<file path="src/rtl/core/pls_pkg.sv">
// ============================================================================
// pls_pkg: shared types and codes for the positional list store
// Operation codes, status codes and the control state type.
// ============================================================================
package pls_pkg;

    // operation codes on i_op
    localparam logic [1:0] OP_INSERT = 2'd0;
    localparam logic [1:0] OP_DELETE = 2'd1;
    localparam logic [1:0] OP_DUMP   = 2'd2;

    // status codes on o_status
    localparam logic [1:0] ST_OK      = 2'd0;
    localparam logic [1:0] ST_BAD_POS = 2'd1;
    localparam logic [1:0] ST_FULL    = 2'd2;

    // control sequencer states
    typedef enum logic [1:0] {
        S_IDLE,
        S_SHIFT,
        S_FINISH,
        S_DUMP
    } t_state;

endpackage

</file>
<file path="src/rtl/core/pls_ram.sv">
// ============================================================================
// pls_ram: simple dual-port RAM
// One write port and one read port, read data registered.
// ============================================================================
module pls_ram #(
    parameter int  WIDTH = 32,
    parameter int  DEPTH = 32,
    localparam int AW    = $clog2(DEPTH)
) (
    input  logic             i_clk,
    input  logic             i_we,
    input  logic [AW-1:0]    i_waddr,
    input  logic [WIDTH-1:0] i_wdata,
    input  logic [AW-1:0]    i_raddr,
    output logic [WIDTH-1:0] o_rdata
);

    logic [WIDTH-1:0] r_mem [DEPTH];
    logic [WIDTH-1:0] r_rdata;

    // write port and registered read
    always_ff @(posedge i_clk) begin
        if (i_we) begin
            r_mem[i_waddr] <= i_wdata;
        end
        r_rdata <= r_mem[i_raddr];
    end

    assign o_rdata = r_rdata;

endmodule

</file>
<file path="src/rtl/core/positional_list_store_top.sv">
// ============================================================================
// positional_list_store_top: ordered list store with positional edits
// Insert at a 1-based position, delete at a position, dump the whole list.
// ============================================================================
// An item is taken at a clock edge with start high and busy low. Entries live
// in one RAM with one read and one write port; insert and delete move the
// later entries one slot per cycle through a read/write-back pipeline, and a
// dump reads one entry per cycle. An insert or a delete keeps busy high while
// in S_SHIFT and S_FINISH, and a dump of a non-empty list while in S_DUMP; a
// rejected item, an empty dump or an unused op leaves busy low and its result
// appears in the next cycle. Each result beat is shown for one cycle with
// o_valid high and cannot be held off; a dump sends count beats on consecutive
// cycles, the last with o_last set. The register holding the result lets the
// next item be taken while that beat is still on the ports.
// ============================================================================
module positional_list_store_top #(
    parameter int CAPACITY   = 32,
    parameter int DATA_WIDTH = 32
) (
    input  logic               i_clk,
    input  logic               i_rst_n,
    input  logic               start,
    output logic               busy,
    input  logic [1:0]         i_op,
    input  logic signed [31:0] i_value,
    input  logic [5:0]         i_position,
    output logic               o_valid,
    output logic [1:0]         o_status,
    output logic signed [31:0] o_element,
    output logic               o_element_valid,
    output logic [5:0]         o_entry_count,
    output logic               o_last
);

    localparam int AW   = $clog2(CAPACITY);
    localparam int CW   = $clog2(CAPACITY + 1);
    localparam int CMPW = ((CW > 6) ? CW : 6) + 1;

    // control registers
    pls_pkg::t_state r_state, n_state;
    logic [CW-1:0]   r_count, n_count;
    logic [CW-1:0]   r_left, n_left;
    logic            r_wpend, n_wpend;
    logic            r_ins, n_ins;
    logic            r_rlast, n_rlast;
    logic            r_valid, n_valid;

    // payload registers
    logic [AW-1:0]         r_src, n_src;
    logic [AW-1:0]         r_wadr, n_wadr;
    logic [AW-1:0]         r_pos, n_pos;
    logic [DATA_WIDTH-1:0] r_value, n_value;
    logic [1:0]            r_status, n_status;
    logic signed [31:0]    r_element, n_element;
    logic                  r_el_valid, n_el_valid;
    logic [5:0]            r_out_count, n_out_count;
    logic                  r_last, n_last;

    // RAM port signals
    logic                  ram_we;
    logic [AW-1:0]         ram_waddr;
    logic [DATA_WIDTH-1:0] ram_wdata;
    logic [DATA_WIDTH-1:0] ram_rdata;

    logic            accept;
    logic [CMPW-1:0] pos_ext;
    logic [CMPW-1:0] cnt_ext;

    assign accept  = start && (r_state == pls_pkg::S_IDLE);
    assign pos_ext = CMPW'(i_position);
    assign cnt_ext = CMPW'(r_count);

    pls_ram #(
        .WIDTH (DATA_WIDTH),
        .DEPTH (CAPACITY)
    ) u_ram (
        .i_clk   (i_clk),
        .i_we    (ram_we),
        .i_waddr (ram_waddr),
        .i_wdata (ram_wdata),
        .i_raddr (r_src),
        .o_rdata (ram_rdata)
    );

    // next state, datapath and RAM control
    always_comb begin
        n_state     = r_state;
        n_count     = r_count;
        n_left      = r_left;
        n_wpend     = r_wpend;
        n_ins       = r_ins;
        n_rlast     = r_rlast;
        n_valid     = 1'b0;
        n_src       = r_src;
        n_wadr      = r_wadr;
        n_pos       = r_pos;
        n_value     = r_value;
        n_status    = r_status;
        n_element   = r_element;
        n_el_valid  = r_el_valid;
        n_out_count = r_out_count;
        n_last      = r_last;
        ram_we      = 1'b0;
        ram_waddr   = r_wadr;
        ram_wdata   = ram_rdata;

        case (r_state)
            pls_pkg::S_IDLE: begin
                if (accept) begin
                    // single-result defaults; overridden where work starts
                    n_valid     = 1'b1;
                    n_status    = pls_pkg::ST_OK;
                    n_element   = '0;
                    n_el_valid  = 1'b0;
                    n_last      = 1'b1;
                    n_out_count = 6'(r_count);
                    n_wpend     = 1'b0;
                    case (i_op)
                        pls_pkg::OP_INSERT: begin
                            if (i_position == '0 || pos_ext > cnt_ext + 1'b1) begin
                                n_status = pls_pkg::ST_BAD_POS;
                            end else if (r_count == CW'(CAPACITY)) begin
                                n_status = pls_pkg::ST_FULL;
                            end else begin
                                n_valid = 1'b0;
                                n_ins   = 1'b1;
                                n_left  = CW'(cnt_ext - pos_ext + 1'b1);
                                n_src   = AW'(r_count - 1'b1);
                                n_pos   = AW'(pos_ext - 1'b1);
                                n_value = DATA_WIDTH'($unsigned(i_value));
                                n_state = pls_pkg::S_SHIFT;
                            end
                        end
                        pls_pkg::OP_DELETE: begin
                            if (i_position == '0 || pos_ext > cnt_ext) begin
                                n_status = pls_pkg::ST_BAD_POS;
                            end else begin
                                n_valid = 1'b0;
                                n_ins   = 1'b0;
                                n_left  = CW'(cnt_ext - pos_ext);
                                n_src   = AW'(i_position);
                                n_state = pls_pkg::S_SHIFT;
                            end
                        end
                        pls_pkg::OP_DUMP: begin
                            if (r_count != '0) begin
                                n_valid = 1'b0;
                                n_left  = r_count;
                                n_src   = '0;
                                n_state = pls_pkg::S_DUMP;
                            end
                        end
                        default: begin
                            n_status = pls_pkg::ST_BAD_POS;
                        end
                    endcase
                end
            end

            pls_pkg::S_SHIFT: begin
                // write back the entry read last cycle one slot over
                ram_we = r_wpend;
                if (r_left != '0) begin
                    n_wpend = 1'b1;
                    n_wadr  = r_ins ? r_src + 1'b1 : r_src - 1'b1;
                    n_src   = r_ins ? r_src - 1'b1 : r_src + 1'b1;
                    n_left  = r_left - 1'b1;
                end else begin
                    n_wpend = 1'b0;
                    n_state = pls_pkg::S_FINISH;
                end
            end

            pls_pkg::S_FINISH: begin
                // drop the new value into the opened slot, report the count
                if (r_ins) begin
                    ram_we    = 1'b1;
                    ram_waddr = r_pos;
                    ram_wdata = r_value;
                    n_count   = r_count + 1'b1;
                end else begin
                    n_count   = r_count - 1'b1;
                end
                n_valid     = 1'b1;
                n_status    = pls_pkg::ST_OK;
                n_element   = '0;
                n_el_valid  = 1'b0;
                n_last      = 1'b1;
                n_out_count = 6'(n_count);
                n_state     = pls_pkg::S_IDLE;
            end

            pls_pkg::S_DUMP: begin
                // read one entry per cycle, emit it the cycle after
                if (r_wpend) begin
                    n_valid     = 1'b1;
                    n_status    = pls_pkg::ST_OK;
                    n_element   = $signed(32'(ram_rdata));
                    n_el_valid  = 1'b1;
                    n_last      = r_rlast;
                    n_out_count = 6'(r_count);
                end
                if (r_left != '0) begin
                    n_wpend = 1'b1;
                    n_rlast = (r_left == CW'(1));
                    n_src   = r_src + 1'b1;
                    n_left  = r_left - 1'b1;
                end else begin
                    n_wpend = 1'b0;
                    n_state = pls_pkg::S_IDLE;
                end
            end

            default: begin
                n_state = pls_pkg::S_IDLE;
            end
        endcase
    end

    // control state
    always_ff @(posedge i_clk) begin
        if (!i_rst_n) begin
            r_state <= pls_pkg::S_IDLE;
            r_count <= '0;
            r_left  <= '0;
            r_wpend <= 1'b0;
            r_ins   <= 1'b0;
            r_rlast <= 1'b0;
            r_valid <= 1'b0;
        end else begin
            r_state <= n_state;
            r_count <= n_count;
            r_left  <= n_left;
            r_wpend <= n_wpend;
            r_ins   <= n_ins;
            r_rlast <= n_rlast;
            r_valid <= n_valid;
        end
    end

    // payload
    always_ff @(posedge i_clk) begin
        r_src       <= n_src;
        r_wadr      <= n_wadr;
        r_pos       <= n_pos;
        r_value     <= n_value;
        r_status    <= n_status;
        r_element   <= n_element;
        r_el_valid  <= n_el_valid;
        r_out_count <= n_out_count;
        r_last      <= n_last;
    end

    assign busy            = (r_state != pls_pkg::S_IDLE);
    assign o_valid         = r_valid;
    assign o_status        = r_status;
    assign o_element       = r_element;
    assign o_element_valid = r_el_valid;
    assign o_entry_count   = r_out_count;
    assign o_last          = r_last;

    // count never passes the capacity
    a_count_bound: assert property (@(posedge i_clk) disable iff (!i_rst_n)
        r_count <= CW'(CAPACITY))
        else $error("entry count above capacity");

    // a dump never writes the RAM
    a_dump_no_write: assert property (@(posedge i_clk) disable iff (!i_rst_n)
        (r_state == pls_pkg::S_DUMP) |-> !ram_we)
        else $error("RAM write during dump");

    // an element beat always carries ok status
    a_element_ok: assert property (@(posedge i_clk) disable iff (!i_rst_n)
        (r_valid && r_el_valid) |-> (r_status == pls_pkg::ST_OK))
        else $error("element beat with error status");

    // insert at a legal position into a full store reports full next cycle
    a_full_flag: assert property (@(posedge i_clk) disable iff (!i_rst_n)
        (accept && i_op == pls_pkg::OP_INSERT && i_position != '0 &&
         pos_ext <= cnt_ext + 1'b1 && r_count == CW'(CAPACITY))
        |=> (r_valid && r_status == pls_pkg::ST_FULL && r_state == pls_pkg::S_IDLE))
        else $error("full insert not flagged");

endmodule
</file>
<file path="config.mk">
export PLATFORM = sky130hd
export DESIGN_NAME = positional_list_store_top
export DESIGN_NICKNAME = d
export VERILOG_FILES = /design/src/rtl/core/pls_pkg.sv /design/src/rtl/core/pls_ram.sv /design/src/rtl/core/positional_list_store_top.sv
export SDC_FILE = /design/constraint.sdc
export NUM_CORES = 1
export LEC_CHECK = 0
export ABC_AREA = 1
export BUFFER_PORTS_ARGS = -buffer_cell sky130_fd_sc_hd__buf_2
export CAP_MARGIN = 15
export CELL_PAD_IN_SITES_DETAIL_PLACEMENT = 1
export CELL_PAD_IN_SITES_GLOBAL_PLACEMENT = 1
export CORE_UTILIZATION = 55
export DETAILED_ROUTE_END_ITERATION = 8
export GPL_TIMING_DRIVEN = 0
export PLACE_DENSITY_LB_ADDON = 0.1
export SYNTH_ARGS = -nofsm -noshare
export SYNTH_HDL_FRONTEND = slang
export SYNTH_HIERARCHICAL = 1
export SYNTH_SLANG_ARGS = --single-unit
</file>
<file path="constraint.sdc">
create_clock -name i_clk -period 7.2 [get_ports i_clk]
set_input_delay 1.44 -clock i_clk [delete_from_list [all_inputs] [get_ports i_clk]]
set_output_delay 1.44 -clock i_clk [all_outputs]
set_load 0.05 [all_outputs]
</file>
# ---- Word level (Yosys, flattened, before mapping)
# Memory sizes are Yosys's and may differ from the RTL's. A register that Yosys moved wholly into a read port is not among the register bits.
# Index checks and enable logic that the tools add are counted.
dict set report classes {
  addsub 9
  n_mul 0
  div_mod_pow 0
  order_cmp 2
  n_eq_ne 22
  shifts 0
  mux 70
  n_bitwise 2
  reduce_logical 23
}
# operator n
set op_table {}
lappend op_table {{32-bit 2-to-1 mux} 4}
lappend op_table {{32-bit one-hot mux with 3 select lines} 1}
lappend op_table {{5-bit 2-to-1 mux} 11}
lappend op_table {{6-bit 2-to-1 mux} 9}
lappend op_table {{6-bit one-hot mux with 3 select lines} 2}
lappend op_table {{5-bit one-hot mux with 3 select lines} 2}
lappend op_table {{2-bit 2-to-1 mux} 11}
lappend op_table {{1-bit 2-to-1 mux} 18}
lappend op_table {{2-bit inequality test, second input constant} 9}
lappend op_table {{2-bit one-hot mux with 3 select lines} 3}
lappend op_table {{8-bit AND reduction} 2}
lappend op_table {{6-bit by 1-bit adder with 6-bit output, second input constant} 2}
lappend op_table {{3-bit inequality test, second input constant} 4}
lappend op_table {{1-bit one-hot mux with 3 select lines} 4}
lappend op_table {{6-bit one-hot mux with 2 select lines} 1}
lappend op_table {{6-bit nonzero test} 2}
lappend op_table {{6-bit by 1-bit subtractor with 6-bit output, second input constant} 2}
lappend op_table {{5-bit by 1-bit subtractor with 5-bit output, second input constant} 2}
lappend op_table {{9-bit AND reduction} 1}
lappend op_table {{2-bit one-hot mux with 4 select lines} 1}
lappend op_table {{6-bit by 1-bit adder with 7-bit output, second input constant} 1}
lappend op_table {{6-bit by 7-bit greater-than comparator with 1-bit output} 1}
lappend op_table {{2-bit equality test, second input constant} 3}
lappend op_table {{6-bit by 1-bit equality test with 1-bit output, second input constant} 1}
lappend op_table {{other kinds (20)} 31}
dict set report totals {
  reg_bits 107
  latchBits 0
  ram_bits 1024
  romBits 0
  input_bits 43
  output_inout_bits 44
  memories 1
}
# name words width rd rd_ports_with_merged_regs wr line
set memory_table {}
lappend memory_table {u_ram.r_mem 32 32 1 1 1 pls_ram.sv:18} ;# logic [WIDTH-1:0] r_mem [DEPTH];

# ---- Logic depth before layout (Yosys ltp)
# Gate-level depths: netlist (run 1).
dict set report logic_depth {
  depth_word 7
  ltp_mapped 18
  depth_no_buf 18
}

# ---- Cells and area by module
# The synthesis (run 1) kept the hierarchy.
# module n_inst cells_per_inst area_each_um2 seq_area_each_um2
set by_module_without_submodules {}
lappend by_module_without_submodules {pls_ram 1 3536 42405.7 31390.1}
lappend by_module_without_submodules {positional_list_store_top 1 620 5913.2 3032.9}

# ---- Least setup slack after synthesis (run 1)
# No wires, ideal clock.
dict set report synth_timing {
  kind {input to register}
  from {input i_position[0]}
  to {register r_pos[0] (enable)}
  setup_ns 0.477
  arrival_time_ns 4.790
  t_required_ns 6.723
  setup_slack_ns 1.933
  stages 10
  path_cell_list {inv_1 > ha_1 > inv_1 > nor2_1 > nand2_1 > nand2_1 > inv_1 > nand2_2 > nand2_4 > nor3_1}
}
dict set report synth_via {
  elab_chain_len 4
  word_cells_on_any_way 5
  classes_between {order compare: 1; bitwise: 1; reduce/logical: 3}
}
# element line
set synth_rtl {}
lappend synth_rtl {{start, declared} positional_list_store_top.sv:26} ;# input logic [5:0] i_position,
lappend synth_rtl {{6-bit by 7-bit greater-than comparator with 1-bit output or 6-bit zero test (tied branches)} positional_list_store_top.sv:120} ;# if (i_position == '0 || pos_ext > cnt_ext + 1'b1) begin
lappend synth_rtl {{1-bit logical OR (*)} positional_list_store_top.sv:120}
lappend synth_rtl {{1-bit NOT (no line) (*)} --}
lappend synth_rtl {{5-bit AND reduction (no line) (*)} --}
lappend synth_rtl {{end signal, assigned} positional_list_store_top.sv:245} ;# r_pos <= n_pos;
lappend synth_rtl {{end, declared} positional_list_store_top.sv:51} ;# logic [AW-1:0] r_pos, n_pos;
# Every way passes the cells marked *; elsewhere a longest branch is shown, timed or not.
# A chain may end at the register's enable or synchronous reset.

# ---- Final worst setup path (run 1)
dict set report layout_timing {
  from {register r_state[0]}
  to {memory u_ram.r_mem[27][24] (enable)}
}
dict set report layout_via {
  elab_chain_len 4
  word_cells_on_any_way 6
  classes_between {eq/ne: 2; mux: 4}
}
# element line
set layout_rtl {}
lappend layout_rtl {{start, declared} positional_list_store_top.sv:40} ;# pls_pkg::t_state r_state, n_state;
lappend layout_rtl {{start signal, assigned} positional_list_store_top.sv:223} ;# r_state <= pls_pkg::S_IDLE;
lappend layout_rtl {{start signal, assigned} positional_list_store_top.sv:231} ;# r_state <= n_state;
lappend layout_rtl {{2-bit equality test or 2-bit by 1-bit equality test with 1-bit output (tied branches)} positional_list_store_top.sv:107} ;# case (r_state)
lappend layout_rtl {{1-bit one-hot mux with 2 select lines (*)} positional_list_store_top.sv:107}
lappend layout_rtl {{net ram_we} positional_list_store_top.sv:60} ;# logic ram_we;
lappend layout_rtl {{1-bit 2-to-1 mux (*)} pls_ram.sv:23} ;# if (i_we) begin
lappend layout_rtl {{1-bit 2-to-1 mux (not written as such) (*)} pls_ram.sv:24} ;# r_mem[i_waddr] <= i_wdata;
lappend layout_rtl {{end, declared} pls_ram.sv:18}
# Mark *: on every way through the listed nets, which the timed path passes. The rest lies on a longest branch.

==> impl_metrics.toml, run 1 <==
[sta]
slew_headroom_pct = 11.3
worstMarginPinSlew_ps = 1330
hold_viol = 0
setup_viol = 0
whs_ps = 537
clock.fmax_mhz = 198
slew_violations = 0
final.min_clock_period_ps = 5060
rsz0062_at_grt = "false"
finalCritPeriodShare_pct = 70.3
fin_skew_ps = 34.2

[clocking]
cts.reportedPaths.clkPinSlew_ps = 60
cts_tree = "yes"
clockBufferDepth = 3
clk-insertion-delay-late_ps = 720
numClockSinks = 1163
cts_buffers = 118
cts_root_buf = "clkbuf_16"
post_cts_buffers = 0
ctsHoldBuffers = 0
cts-resized-gates = 0
h-tree-depth = 3

[routing]
drc_errors = 0
vias_per_cell = 6.30
routed_wl_um = 172000
route.vias.total = 35700
wire_per_inst_um = 30.4
antenna_left = 0
dr.pass1.iters = 6
drtIter0Drc = 4442

[synthesis]
synth_commonest_cells = "1587 x nand2_1, 1113 x edfxtp_1, 811 x nand3_1"
synth.most_common_cell = "nand2_1"
synth-simple-area-share_pct = 21.8
synth_top_cell_area_share_pct = 69.2
synth_area_leader_cell = "edfxtp_1"
synth_area_sq_um = 48300
yosys_warnings = 6
synthDistinctLibCells = 46
synth_edf_count = 1113
synth_seq_cells = 1163
async_flop_share_pct = 0
synth_fp_nets = 4229
synth-xor-area-share_pct = 0.326
syn_inst = 4156
synthTopCellsByArea = "edfxtp_1 69%, nand2_1 12%, nand3_1 8.4%"
yosys_most_used_dff = "edfxtp_1"
avgSynthCellArea_sq_um = 11.6
synth-compound-area-share_pct = 0.779
synthMuxAreaShare_pct = 0.862
ys_seq_area_share_pct = 71.2
synth_top_family_by_area = "simple AND/OR/NAND/NOR gates"
synthAdderAreaFrac_pct = 0.792

[hold_path]
hold_class = "flop to flop"
worstHoldPathCells = 2

[worst_setup_path]
crit_chain = "inv_1, ha_1, buf_2, nand2_1, buf_2, a21boi_0, nand3_1, nor2_4, buf_16"
crit_type = "flop to flop"
ff2ff_path_depth = 9
slowest_stage = "nor2_4"
crit_arrival_ps = 5460
start_kind = "flop"
worstSetupEndpointType = "flop"
crit_top_cell = "buf_2"
crit_fanout = 19
max_stage_delay_ps = 1170
required_ps = 7600

[cells_and_area]
drive_gt1_share_pct = 12.7
fin_util_pct = 63.2
seqCellArea_sq_um = 34400
syn_to_final_growth_pct = 13.7
final_nets = 4472
nFillCells = 8812
multi_input_area_sq_um = 12100

[grt]
grt_first_pass_wirelength_um = 246000
grt_pass1_vias = 36900
grt_max_degree = 33
antenna_found_initial = 11
overflow = 0
grt_util_all_layers_pct = 38.5

[placement]
io_buffers = 86
dpl.hpwl_um = 114000
gp_congestion = 0.904

[floorplanning]
coreArea_sq_um = 86900
die_area_sq_um = 89000
die_h_um = 298
io_pins = 87
rows = 108
initial_utilization_pct = 55.6
die_width_um = 298

[power_and_ir_drop]
power_mw = 24.8
pwr-share-seq_pct = 35.8
pwr-share-clk_pct = 23.8
max-vdd-ir-drop_v = 0.000307
p_sw_mw = 10.5
p_sw_share_pct = 42.4
combPwrFrac_pct = 40.4
pwr_density_cell_nw_per_um2 = 451
intPower_mw = 14.3
p_leak_nw = 21.0

[flow_run]
maxCapViolations = 0

[outcome]
status = "completed"
## layout make-up
| type | instances | share of cell area [%] |
|---|---|---|
| clock buffers | 161 | 5.80 |
| flip-flops and latches | 1163 | 62.7 |
| well taps | 1155 | 2.63 |
| multi-input cells | 2646 | 22.0 |
| inverters | 115 | 0.800 |
| repair buffers | 123 | 2.25 |
| plain buffers | 232 | 2.93 |
| diodes | 6 | 0.0273 |
| clock inverters | 60 | 0.845 |
## stage by stage
step | setup TNS, ps | cells | area, sq um | setup slack, ps
floorplan | 0 | 4156 | 48300 | 1930
global placement | -33310 | 5397 | 50200 | -914
detailed placement | 0 | 5434 | 51300 | 2370
CTS | 0 | 5655 | 54900 | 2320
global route | 0 | 5656 | 54900 | 2210
finish | 0 | 5661 | 54900 | 2140
## cell usage in the layout, fill, tap and decap left out, types with 24 or more instances in the layout
master / synthesis / final
nand2_1: 1587 / 1587
dfxtp_1: 50 / 50
clkbuf_16: 0 / 119
clkinv_2: 0 / 27
nor2_4: 1 / 34
mux2_2: 37 / 37
buf_2: 88 / 174
inv_1: 107 / 107
buf_6: 67 / 71
nor2_1: 69 / 36
clkbuf_1: 31 / 68
ha_1: 29 / 29
edfxtp_1: 1113 / 1113
buf_4: 24 / 24
nand3_1: 811 / 811
## per-layer routing
metal / share of wire, % / wire, um / vias up / GRT usage [%]
li1: - / - / 14900 / -
met1: 36 / 62400 / 18000 / 49.0
met2: 47 / 80800 / 2181 / 61.8
met3: 10 / 17300 / 566 / 7.68
met4: 6.7 / 11600 / 6 / 22.7
met5: 0.027 / 47 / - / 0
## power by group through the flow
stage	clock network [mW]	registers, mW	logic (mW)
3_5_place_dp	0	8.99	9.54
2_1_floorplan	0	9.25	5.21
4_1_cts	5.92	8.85	9.70
5_1_grt	6.15	8.87	10.4
3_3_place_gp	0	8.99	9.08
6_report	5.90	8.85	10.0
## cells by family (layout without fill, tap and decap cells)
family / after synthesis / in the layout
DFF: 1163 / 1163
buffers and inverters: 347 / 691
and+or+nand+nor: 2498 / 2498
muxes: 37 / 37
AOI/OAI and AO/OA: 63 / 63
adders and majority gates: 30 / 30
other: 0 / 6
xor gates and xnor gates: 18 / 18
## sequential cells by signal, indices dropped and copies added (netlist names), 2 cells and up
signal / count
r_pos: 5
r_state: 2
u_ram/r_mem: 1024
o_status: 2
r_left: 6
o_element: 32
o_entry_count: 6
u_ram/o_rdata: 32
r_src: 5
r_count: 6
r_value: 32
r_wadr: 5
## worst max-delay path, delay by kind of cell, from the launching register on
| family | cells | cell delay [ps] |
|---|---|---|
| compound gates | 1 | 930 |
| simple gates | 3 | 2300 |
| buf+inv | 4 | 970 |
| flops | 1 | 340 |
| fa+ha+maj | 1 | 190 |
## final timing paths
| path | end | startpoint | slack (ps) |
|---|---|---|---|
| setup / recovery | u_ram/r_mem[27][24] | r_state[0] | 2140 |
| hold / removal | r_left[1] | r_left[1] | 540 |
| setup reg to reg | u_ram/r_mem[27][24] | r_state[0] | 2140 |
| hold reg to reg | r_left[1] | r_left[1] | 540 |
No activity file was read; power rests on OpenSTA's default activity.
==> inputs of run 2 (changes only) <==
--- a/config.mk
+++ b/config.mk
@@ -5,12 +5,12 @@
 export SDC_FILE = /design/constraint.sdc
 export NUM_CORES = 1
 export LEC_CHECK = 0
-export ABC_AREA = 1
+export ABC_AREA = 0
 export BUFFER_PORTS_ARGS = -buffer_cell sky130_fd_sc_hd__buf_2
 export CAP_MARGIN = 15
 export CELL_PAD_IN_SITES_DETAIL_PLACEMENT = 1
 export CELL_PAD_IN_SITES_GLOBAL_PLACEMENT = 1
-export CORE_UTILIZATION = 55
+export CORE_UTILIZATION = 54
 export DETAILED_ROUTE_END_ITERATION = 8
 export GPL_TIMING_DRIVEN = 0
 export PLACE_DENSITY_LB_ADDON = 0.1
==> constraint.sdc (replaced) <==
create_clock -name i_clk -period 4.7 [get_ports i_clk]
set_input_delay 0.94 -clock i_clk [delete_from_list [all_inputs] [get_ports i_clk]]
set_output_delay 0.94 -clock i_clk [all_outputs]
set_load 0.05 [all_outputs]
==> impl_metrics.toml, run 2 <==
[floorplanning]
die_area_sq_um = 86800
initial_utilization_pct = 54.9
die_h_um = 295
die_width_um = 295
rows = 106
coreArea_sq_um = 84200
io_pins = 87

[worst_setup_path]
crit_chain = "inv_1, ha_1, nand2_2, a21boi_1, or3b_2, clkbuf_1, nor2_4, buf_12"
crit_fanout = 22
crit_type = "flop to flop"
critical_path_buf_inv_count = 3
slowest_stage = "nor2_4"
cp_num_cells = 8
critPathTopFamily = "simple AND/OR/NAND/NOR gates"
worstSetupEndpointType = "flop"
required_ps = 5080
start_kind = "flop"
max_stage_delay_ps = 610
crit_arrival_ps = 4600
ff2ff_path_depth = 8

[routing]
wire_per_inst_um = 30.5
routed_wl_um = 129000
route.vias.total = 26400
drtIter0Drc = 2351
dr.pass1.iters = 5
antenna_left = 0
vias_per_cell = 6.23
drc_errors = 0

[sta]
clock.fmax_mhz = 237
fin_skew_ps = 19.9
slew_headroom_pct = 18.1
hold_viol = 0
whs_ps = 407
setup_viol = 0
worstMarginPinSlew_ps = 1230
finalCritPeriodShare_pct = 89.9
rsz0062_at_grt = "false"
final.min_clock_period_ps = 4230
slew_violations = 0
fin_ws_ps = 475

[synthesis]
async_flop_share_pct = 0
avgSynthCellArea_sq_um = 16.8
synth_edf_count = 1113
synth_seq_cells = 1163
yosys_most_used_dff = "edfxtp_1"
synthDistinctLibCells = 68
yosys_warnings = 6
syn_inst = 2751
synthTopCellsByArea = "edfxtp_1 72%, mux2i_1 11%, dfxtp_1 2.2%"
synth_fp_nets = 2824
synth_commonest_cells = "1113 x edfxtp_1, 515 x mux2i_1, 126 x nand2_1"
synth_area_leader_cell = "edfxtp_1"
synth.most_common_cell = "edfxtp_1"
synth_top_cell_area_share_pct = 72.3
synth_area_sq_um = 46200
ys_seq_area_share_pct = 74.4

[cells_and_area]
nFillCells = 7384
drive_gt1_share_pct = 15.3
largest_reg_flops = 1024
final_cell_mix = "1113 x edfxtp_1, 515 x mux2i_1, 125 x nand2_1"
largest-register = "u_ram/r_mem"
final_common_cell = "edfxtp_1"
syn_to_final_growth_pct = 14.7
final_nets = 3082

[clocking]
clk-insertion-delay-late_ps = 710
cts_tree = "yes"
cts.reportedPaths.clkPinSlew_ps = 60
cts_buffers = 117
h-tree-depth = 3
ctsHoldBuffers = 0
numClockSinks = 1163
clockBufferDepth = 3
cts_root_buf = "clkbuf_16"

[flow_run]
maxCapViolations = 0

[hold_path]
worstHoldPathCells = 1
hold_class = "input pin to flop"

[grt]
grt_max_degree = 33
grt_util_all_layers_pct = 29.9
overflow = 0
grt_first_pass_wirelength_um = 186000
grt_pass1_vias = 27500
antenna_found_initial = 3

[placement]
gp_congestion = 0.882
io_buffers = 86
dpl.hpwl_um = 83600
dp_worst_setup_slack_ps = -660

[power_and_ir_drop]
p_leak_nw = 18.7
pwr_density_cell_nw_per_um2 = 626
max-vdd-ir-drop_v = 0.000425

[outcome]
status = "completed"
==> run 2: cell count changes in the layout (fill, tap and decap cells not counted), sizes merged, moves of 16 or more <==
| cell | before | now |
|---|---|---|
| nand2 | 1591 | 127 |
| nand3 | 815 | 113 |
| mux2i | 0 | 515 |
| a22oi | 2 | 100 |
| buf | 323 | 231 |
| inv | 119 | 28 |
| a21oi | 20 | 110 |
| a22o | 0 | 64 |
| clkbuf | 193 | 238 |
| and2 | 0 | 42 |
| nor3 | 5 | 42 |
| a31oi | 2 | 37 |
| clkinv | 47 | 29 |
| nor2 | 79 | 63 |
==> run 2: report_power, final <==
group	switching (mW)	leakage, nW	internal, mW
Combinational	7.55	6.41	3.06
Clock	3.85	1.80	5.18
Sequential	0.272	10.5	13.3
Total	11.7	18.7	21.5
==> run 2: final cells by class <==
cell class	instances	area [sq um]	area share [%]
Sequential cell	1163	34400	64.9
Multi-Input combinational cell	1411	11100	21.0
Clock buffer	181	3330	6.28
Tap cell	1134	1420	2.68
Timing Repair Buffer	139	1390	2.62
Buffer	149	865	1.63
Clock inverter	37	365	0.689
Inverter	28	105	0.198
Antenna cell	2	5.00	0.00944
==> run 2: per-stage QoR <==
step                      power, mW  utilization (%)  TNS (ps)  std cells  area (sq um)
after floorplan                20.1                -         0       2751         46200
after global placement         23.6             57.1  -2059840       3971         48100
after detailed placement       24.1             58.3   -265350       4006         49100
after CTS                      33.2             62.9         0       4241         53000
after global routing           34.2             63.0         0       4242         53000
final                          33.2             63.0         0       4244         53000
==> run 2: cell families (layout without fill, tap and decap cells) <==
group                      count (synthesis)  in the layout  synth area share, %
AOI/OAI and AO/OA                        378            378                 5.62
adders and majority gates                 30             30                0.828
and+or+nand+nor                          417            419                 4.30
xor gates and xnor gates                  30             30                0.584
DFF                                     1163           1163                 74.4
other                                      0              2                    0
buffers and inverters                    179            534                 2.11
muxes                                    554            554                 12.1
==> run 2: metal layers <==
metal  global-route usage, %  up-vias  share of wire (%)
met1                    39.6    13900                 41
met3                    3.68      216                5.9
li1                        -    11300                  -
met2                    51.8      997                 50
met4                    9.17        0                2.9
met5                       0        -                  0
==> run 2: worst paths after layout <==
kind / from / to / slack [ps]
max: r_state[0] / u_ram/r_mem[20][23] / 470
min: i_value[0] / r_value[0] / 410
max reg2reg: r_state[0] / u_ram/r_mem[20][23] / 470
min reg2reg: r_rlast / r_rlast / 510
==> run 2: repair_timing <==
action / CTS / global route
resized for setup: 3 / 0
setup buffers: 16 / 2
endpoints found under the setup margin: 986 / 161
pin swaps: 7 / 0
endpoints found under the hold margin: 0 / 0
cloned: 2 / 0
==> run 2: worst reg2reg max path, delay by kind of cell, from the launching register on <==
kind / cells / cell delay, ps
AO/OA/AOI/OAI: 1 / 580
flip-flops: 1 / 350
buffers and inverters: 3 / 950
AND/OR/NAND/NOR: 3 / 1630
adder cells (fa/ha/maj): 1 / 360
